$ cat config.mk
export PLATFORM = sky130hd
export DESIGN_NAME = rsrt_ctrl
export DESIGN_NICKNAME = d
export VERILOG_FILES = /design/src/hw/rtl/room_slot_relay_table_assert.svh /design/src/hw/rtl/rsrt_pkg.sv /design/src/hw/rtl/rsrt_ctrl.sv
export SDC_FILE = /design/constraint.sdc
export NUM_CORES = 1
export LEC_CHECK = 0
export BUFFER_PORTS_ARGS = -buffer_cell sky130_fd_sc_hd__buf_2
export CAP_MARGIN = 40
export CORE_MARGIN = 8
export CORE_UTILIZATION = 35
export DETAILED_ROUTE_END_ITERATION = 6
export RECOVER_POWER = 50
export SETUP_SLACK_MARGIN = 0.05
export SKIP_CTS_REPAIR_TIMING = 1
export SLEW_MARGIN = 25
export SYNTH_ARGS = -nofsm -noshare
export SYNTH_HDL_FRONTEND = slang
export SYNTH_SLANG_ARGS = --single-unit
$ cat constraint.sdc
create_clock -name clk -period 4.25 [get_ports clk]
set_clock_uncertainty 0.2 [all_clocks]
set_input_delay 0.6375 -clock clk [delete_from_list [all_inputs] [get_ports clk]]
set_output_delay 0.6375 -clock clk [all_outputs]
set_load 0.005 [all_outputs]
$ cat src/hw/rtl/room_slot_relay_table_assert.svh
// Assertion macros for the room slot relay table.
`ifndef ROOM_SLOT_RELAY_TABLE_ASSERT_SVH
`define ROOM_SLOT_RELAY_TABLE_ASSERT_SVH
`ifndef SYNTHESIS
`define RSRT_ASSERT_IMP(label, clk, rst_n, ante, cons, msg) \
  label: assert property (@(posedge clk) disable iff (!rst_n) (ante) |-> (cons)) \
    else $error(msg);
`define RSRT_ASSERT_NXT(label, clk, rst_n, ante, cons, msg) \
  label: assert property (@(posedge clk) disable iff (!rst_n) (ante) |=> (cons)) \
    else $error(msg);
`else
`define RSRT_ASSERT_IMP(label, clk, rst_n, ante, cons, msg)
`define RSRT_ASSERT_NXT(label, clk, rst_n, ante, cons, msg)
`endif
`endif

$ cat src/hw/rtl/rsrt_pkg.sv
package rsrt_pkg;

  localparam int NUM_ROOMS_DEF      = 16;
  localparam int SLOTS_PER_ROOM_DEF = 4;

  localparam int EP_W       = 48;
  localparam int ROOM_W     = 32;
  localparam int IN_DATA_W  = 120;
  localparam int OUT_DATA_W = 96;

  localparam logic [7:0]  MAGIC        = 8'h53;
  localparam logic [7:0]  VERSION      = 8'h01;
  localparam logic [7:0]  CMD_JOIN     = 8'h01;
  localparam logic [7:0]  CMD_HB       = 8'h03;
  localparam logic [7:0]  CMD_STATE    = 8'h04;
  localparam logic [7:0]  CMD_ACTION   = 8'h05;
  localparam logic [7:0]  CMD_DAMAGE   = 8'h06;
  localparam logic [7:0]  CMD_DISC     = 8'h08;
  localparam logic [11:0] MIN_LEN      = 12'd3;
  localparam logic [11:0] JOIN_MIN_LEN = 12'd8;
  localparam logic [7:0]  SLOT_NONE    = 8'hFF;

  typedef logic [1:0] send_kind_t;
  localparam send_kind_t KIND_JOIN = 2'd0;
  localparam send_kind_t KIND_ECHO = 2'd1;
  localparam send_kind_t KIND_FWD  = 2'd2;

  typedef logic [1:0] join_status_t;
  localparam join_status_t ST_OK         = 2'd0;
  localparam join_status_t ST_ROOM_FULL  = 2'd1;
  localparam join_status_t ST_TABLE_FULL = 2'd2;

  typedef logic [2:0] pkt_class_t;
  localparam pkt_class_t PK_NONE  = 3'd0;
  localparam pkt_class_t PK_JOIN  = 3'd1;
  localparam pkt_class_t PK_HB    = 3'd2;
  localparam pkt_class_t PK_RELAY = 3'd3;
  localparam pkt_class_t PK_DISC  = 3'd4;

  typedef logic [1:0] scan_sel_t;
  localparam scan_sel_t SCAN_MEMBER = 2'd0;
  localparam scan_sel_t SCAN_ROOM   = 2'd1;
  localparam scan_sel_t SCAN_SLOT   = 2'd2;

  typedef struct packed {
    logic         load;
    logic         scan_start;
    scan_sel_t    scan_sel;
    logic         room_commit;
    logic         wr_new;
    logic         wr_clr;
    logic         wr_disc;
    logic         emit;
    send_kind_t   emit_kind;
    join_status_t join_status;
    logic         fwd_rd;
  } rsrt_cmd_t;

  typedef struct packed {
    pkt_class_t pclass;
    logic       scan_done;
    logic       mem_found;
    logic       room_hit;
    logic       room_free;
    logic       got_valid;
    logic       need_clr;
    logic       pend_any;
    logic       out_busy;
  } rsrt_stat_t;

endpackage

$ cat src/hw/rtl/rsrt_ctrl.sv
module rsrt_ctrl (
  input  logic                clk,
  input  logic                rst_n,
  input  logic                in_fire,
  output logic                in_ready,
  input  rsrt_pkg::rsrt_stat_t stat,
  output rsrt_pkg::rsrt_cmd_t  cmd
);

  localparam logic [3:0] S_IDLE    = 4'd0;
  localparam logic [3:0] S_CHECK   = 4'd1;
  localparam logic [3:0] S_MSCAN   = 4'd2;
  localparam logic [3:0] S_RSCAN   = 4'd3;
  localparam logic [3:0] S_SSCAN   = 4'd4;
  localparam logic [3:0] S_JCOMMIT = 4'd5;
  localparam logic [3:0] S_JCLR    = 4'd6;
  localparam logic [3:0] S_FRD     = 4'd7;
  localparam logic [3:0] S_FEMIT   = 4'd8;
  localparam logic [3:0] S_FWAIT   = 4'd9;
  localparam logic [3:0] S_OUT     = 4'd10;

  logic [3:0] state_r, state_nxt;

  assign in_ready = (state_r == S_IDLE);

  always_comb begin
    state_nxt       = state_r;
    cmd             = '0;
    cmd.load        = in_fire;
    cmd.scan_sel    = rsrt_pkg::SCAN_MEMBER;
    cmd.emit_kind   = rsrt_pkg::KIND_JOIN;
    cmd.join_status = rsrt_pkg::ST_OK;
    unique case (state_r)
      S_IDLE: begin
        if (in_fire) state_nxt = S_CHECK;
      end
      S_CHECK: begin
        if (stat.pclass == rsrt_pkg::PK_NONE) begin
          state_nxt = S_IDLE;
        end else begin
          cmd.scan_start = 1'b1;
          cmd.scan_sel   = rsrt_pkg::SCAN_MEMBER;
          state_nxt      = S_MSCAN;
        end
      end
      S_MSCAN: begin
        if (stat.scan_done) begin
          if (stat.pclass == rsrt_pkg::PK_JOIN) begin
            cmd.scan_start = 1'b1;
            cmd.scan_sel   = rsrt_pkg::SCAN_ROOM;
            state_nxt      = S_RSCAN;
          end else if (!stat.mem_found) begin
            state_nxt = S_IDLE;
          end else if (stat.pclass == rsrt_pkg::PK_HB) begin
            cmd.emit      = 1'b1;
            cmd.emit_kind = rsrt_pkg::KIND_ECHO;
            state_nxt     = S_OUT;
          end else if (stat.pclass == rsrt_pkg::PK_DISC) begin
            cmd.wr_disc = 1'b1;
            state_nxt   = S_IDLE;
          end else begin
            cmd.scan_start = 1'b1;
            cmd.scan_sel   = rsrt_pkg::SCAN_SLOT;
            state_nxt      = S_SSCAN;
          end
        end
      end
      S_RSCAN: begin
        if (stat.scan_done) begin
          if (!stat.room_hit && !stat.room_free) begin
            cmd.emit        = 1'b1;
            cmd.join_status = rsrt_pkg::ST_TABLE_FULL;
            state_nxt       = S_OUT;
          end else begin
            cmd.scan_start = 1'b1;
            cmd.scan_sel   = rsrt_pkg::SCAN_SLOT;
            state_nxt      = S_SSCAN;
          end
        end
      end
      S_SSCAN: begin
        if (stat.scan_done) begin
          if (stat.pclass != rsrt_pkg::PK_JOIN) begin
            state_nxt = S_FRD;
          end else if (stat.got_valid) begin
            state_nxt = S_JCOMMIT;
          end else begin
            cmd.emit        = 1'b1;
            cmd.join_status = rsrt_pkg::ST_ROOM_FULL;
            state_nxt       = S_OUT;
          end
        end
      end
      S_JCOMMIT: begin
        cmd.room_commit = 1'b1;
        cmd.wr_new      = 1'b1;
        if (stat.need_clr) begin
          state_nxt = S_JCLR;
        end else begin
          cmd.emit  = 1'b1;
          state_nxt = S_OUT;
        end
      end
      S_JCLR: begin
        cmd.wr_clr = 1'b1;
        cmd.emit   = 1'b1;
        state_nxt  = S_OUT;
      end
      S_FRD: begin
        if (stat.pend_any) begin
          cmd.fwd_rd = 1'b1;
          state_nxt  = S_FEMIT;
        end else begin
          state_nxt = S_IDLE;
        end
      end
      S_FEMIT: begin
        cmd.emit      = 1'b1;
        cmd.emit_kind = rsrt_pkg::KIND_FWD;
        state_nxt     = S_FWAIT;
      end
      S_FWAIT: begin
        if (!stat.out_busy) state_nxt = S_FRD;
      end
      S_OUT: begin
        if (!stat.out_busy) state_nxt = S_IDLE;
      end
      default: state_nxt = S_IDLE;
    endcase
  end

  always_ff @(posedge clk) begin
    if (!rst_n) begin
      state_r <= S_IDLE;
    end else begin
      state_r <= state_nxt;
    end
  end

endmodule

After elaboration in Yosys (flattened, before gate mapping)
Cells that the tools add are included.
{"block": "word_totals", "ff_bits": 4, "latch_bits": 0, "mem_bits_rw": 0, "mem_bits_ro": 0, "inputBits": 14, "output_inout_bits": 15, "mem_count": 0}
{"block": "op_classes", "n_addsub": 0, "multipliers": 0, "div_mod_pow": 0, "n_lt_le_gt_ge": 0, "eq_ne": 20, "shift": 0, "muxes": 51, "n_bitwise": 0, "reduce_logical": 7}
{"operator": "$mux 4", "n": 17}
{"operator": "$pmux 4 s11", "n": 1}
{"operator": "$mux 3", "n": 10}
{"operator": "$eq 4x3->1 const B", "n": 4}
{"operator": "$mux 1", "n": 15}
{"operator": "$eq 4x4->1 const B", "n": 3}
{"operator": "$ne 2x2->1 const B", "n": 6}
{"operator": "$pmux 3 s3", "n": 1}
{"operator": "$eq 4x2->1 const B", "n": 2}
{"operator": "$mux 2", "n": 4}
{"operator": "$pmux 2 s2", "n": 2}
{"operator": "$reduce_and 6->1", "n": 1}
{"operator": "$pmux 1 s5", "n": 1}
{"operator": "$eq 4x1->1 const B", "n": 1}
{"operator": "$logic_not 4->1", "n": 1}
{"operator": "$eq 3x1->1 const B", "n": 1}
{"operator": "$eq 3x2->1 const B", "n": 1}
{"operator": "$eq 3x3->1 const B", "n": 1}
{"operator": "$logic_not 3->1", "n": 1}
{"operator": "$ne 3x1->1 const B", "n": 1}
{"operator": "$logic_not 1->1", "n": 2}
{"operator": "$reduce_or 2->1", "n": 1}
{"operator": "$logic_and 1x1->1", "n": 1}

Longest topological paths before layout
{"block": "depth", "word_depth": 7, "mapped_depth": 6, "mapped_depth_nobuf": 5}

Least setup slack after synthesis
Ideal clock, no wire load.
{"block": "synth_path", "kind": "input -> output", "startpoint": "input stat[9] (netlist name)", "endpoint": "output cmd[5] (netlist name)", "t_arrival_ns": 1.631, "path_slack_ns": 1.782, "path_stages": 6, "n_path_buf": 1, "path_cell_list": "buf_2 -> nor3b_2 -> and2b_1 -> and4b_1 -> o21ai_0 -> nand3b_1"}
{"item": "start, declared", "line_no": "rsrt_ctrl.sv:6", "source": "input rsrt_pkg::rsrt_stat_t stat,"}
{"item": "end, declared", "line_no": "rsrt_ctrl.sv:7", "source": "output rsrt_pkg::rsrt_cmd_t cmd"}

==> impl_results.md <==
* Status: finished clean
* WHS at 0.507 ns
* Mean cell area of the mapped netlist at 6.97 µm²
* Clock power frac at 17.7%
* Crit share post-route at 67.3%
* Synth Area in XOR/XNOR at 2.59%
* Design Area, Final at 808 µm²
* Critical path class: flip-flop to output pin
* Placed Cells at 142
* WP buf/inv at 1
* Detail Route Antenna Nets at 0
* WL/cell at 14.0 µm
* Register bit total from synthesis at 4
* Maxcap violations at 0
* Final setup fails at 0
* Yosys warning total at 0
* Clock slew at reported path FFs at 0.04 ns
* Core region area at 1880 µm²
* Root Buffer: clkbuf_4
* LEAKAGE at 0.337 nW
* FP Rows at 16
* CTS Sinks at 4
* Cell-internal power at 0.138 mW
* Pins over their slew limit at 0
* Adder-Cell Fraction of Synth Area at 0%
* Total negative setup slack at 0 ns
* Initial antenna violation count at 0
* Worst Reg2Reg Path Length in Cells at 5
* Initial Util at 35.9%
* Critical path's top delay family: simple AND/OR/NAND/NOR gates
* Slowest stage cell on the critical path: dfxtp_1
* Tot Pwr at 0.255 mW
* Peak VDD IR at 0.252 mV
* Diodes inserted at 0
* Crit-path max cell delay at 0.69 ns
* RSZ-0062 raised after global routing: false
* PortBufs at 28
* Setup crit start kind: flip-flop
* Largest family of logic cells by synthesized area: simple AND/OR/NAND/NOR gates
* Met2 Resource Use GR at 19.1%
* Post-synthesis sequential area ratio at 11.9%
* Post-synth ARST share at 0%
* Busiest grt layer: met2
* Post-synthesis mux area share at 0%
* Synth unique cells at 46
* First-pass GRT wire length at 3280 µm
* Met3 usage at 2.37%
* GRT Residual Overflow at 0
* Least-Margin Pin Slew at 0.675 ns
* Flop pwr share at 31.8%
* Number of flops mapped to enable cells by yosys at 0
* WP data required at 3.41 ns
* Switching share of power at 45.9%
* Worst-path fanout max at 17
* Gate power share at 50.5%
* Overall via count from detail_route at 782
* Die width at 59.9 µm
* Largest register FFs at 4
* Clock buffer depth at 2
* Arr. time, crit path at 2.02 ns
* Compound-gate portion of the synthesized area at 28.1%
* Post-Synth Simple-Gate Area at 49.3%
* IO Pins at 29
* Crit-path cells: and2b_1, or3b_1, a21boi_1, nor2_1, buf_2
* DP Worst Slack at 1.59 ns
* Number of cells on the critical path at 5
* Final setup margin at 1.39 ns
* Post-route insts no fill at 145
* Hold crit path type: input port to flip-flop
* Slew margin rel. at 54.9%
* Number of global-route vias before repair at 744
* Final Hold Vio Count at 0
* HPWL after DPL at 1550 µm
* GPL Wtd Cong at 0.775
* GRT Total Usage at 11.7%
* H-tree depth at 1
* Die area at 3590 µm²
* Setup crit end kind: output pin
* Synth Flop Type: dfxtp_1
* Clock latency on the worst-skew pair at 0.23 ns
* Cells after Synth at 97
* Power per cell area at 315 nW/µm²
* Largest net degree at the start of global routing at 21
* Final-stage net count at 134
* Net Sw Power at 0.117 mW
* Synth Net Count at 111
* Layout cells sized above 1 at 27.1%
* CTS tree: yes
* Drt total wl at 2030 µm
* Hold-critical path depth at 3
* Drt pass-1 iters at 4
* Final core utilization at 43.0%
* Layout area overhead at 19.6%
* Die height at 59.9 µm
* Placed cell area at 798 µm²
* Min Tclk post-route at 2.86 ns
* Routed vias/inst at 5.39
* Residual DRC at 0
* Mapped Area at 676 µm²
* Max frequency at 349 MHz
* Largest regs: state_r x4
* Initial DRC count at 6
* Largest register by flop count: state_r
* Met1 global-route usage at 14.0%
* CTS Buf Count at 3
==> power groups by stage <==
| stage | combinational (mW) | clock [mW] | sequential, mW |
|---|---|---|---|
| floorplan | 0.116 | 0 | 0.0564 |
| global placement | 0.131 | 0 | 0.0803 |
| detailed placement | 0.132 | 0 | 0.0806 |
| CTS | 0.132 | 0.0490 | 0.0803 |
| global route | 0.143 | 0.0496 | 0.0834 |
| finish | 0.129 | 0.0451 | 0.0809 |
==> layout by cell type (no fill, tap or decap), drive strengths merged, types with 2 or more instances in the layout <==
master and count:
a211oi 3, a21oi 3, and2 3, and2b 3, buf 24, clkbuf 7
dfxtp 4, nand2 5, nand2b 3, nand3 2, nand3b 2, nor2 14
nor2b 3, nor3 5, nor3b 2, nor4 2, nor4b 3, o211ai 3
o21ai 7, o22ai 2
==> synth_stat cells, types with 2 or more instances <==
cell type | number | area [µm²]
clkbuf_1 | 3 | 11.3
buf_4 | 2 | 15.0
a211oi_1 | 2 | 15.0
o211ai_1 | 3 | 22.5
nor4_1 | 2 | 12.5
nand2b_1 | 2 | 12.5
and2b_1 | 2 | 15.0
a21oi_1 | 3 | 15.0
nor2b_1 | 3 | 18.8
nor3_1 | 5 | 25.0
o21ai_0 | 7 | 35.0
dfxtp_1 | 4 | 80.1
and2_1 | 3 | 18.8
nand3_1 | 2 | 10.0
nor2_1 | 14 | 52.6
o22ai_1 | 2 | 12.5
nand2_1 | 5 | 18.8
nand3b_1 | 2 | 15.0
buf_2 | 4 | 20.0
==> routing by layer <==
layer | share of wire [%] | wire length (µm)
met5 | 0 | 0
met4 | 0.49 | 10
met3 | 7.3 | 149
met2 | 47 | 951
met1 | 45 | 916
==> tightest hold or removal path, stage by stage <==
cell	delay [ns]
buf_2	0.13
nand2_1	0.07
a211oi_2	0.04
==> layout make-up <==
type                    instances  area [µm²]
repair buffers                 28         135
clock buffers                   3        22.5
multi-input cells              82         533
flip-flops and latches          4        80.1
well taps                      27        33.8
fillers                       226        1070
inverters                       1        3.75
==> path summary, 6_finish.rpt <==
path	from	end	slack [ns]
max reg2reg	state_r[2]	state_r[3]	1.93
min reg2reg	state_r[1]	state_r[1]	0.56
min	rst_n	state_r[2]	0.51
max	state_r[0]	cmd[11]	1.39
==> kinds of logic (layout without fill, tap and decap cells) <==
family / Yosys count / after routing
buffers and inverters: 11 / 32
DFF: 4 / 4
AOI/OAI and AO/OA: 27 / 27
xor gates and xnor gates: 2 / 2
and+or+nand+nor: 53 / 53
Note: power is estimated with default switching activity, not from simulation.
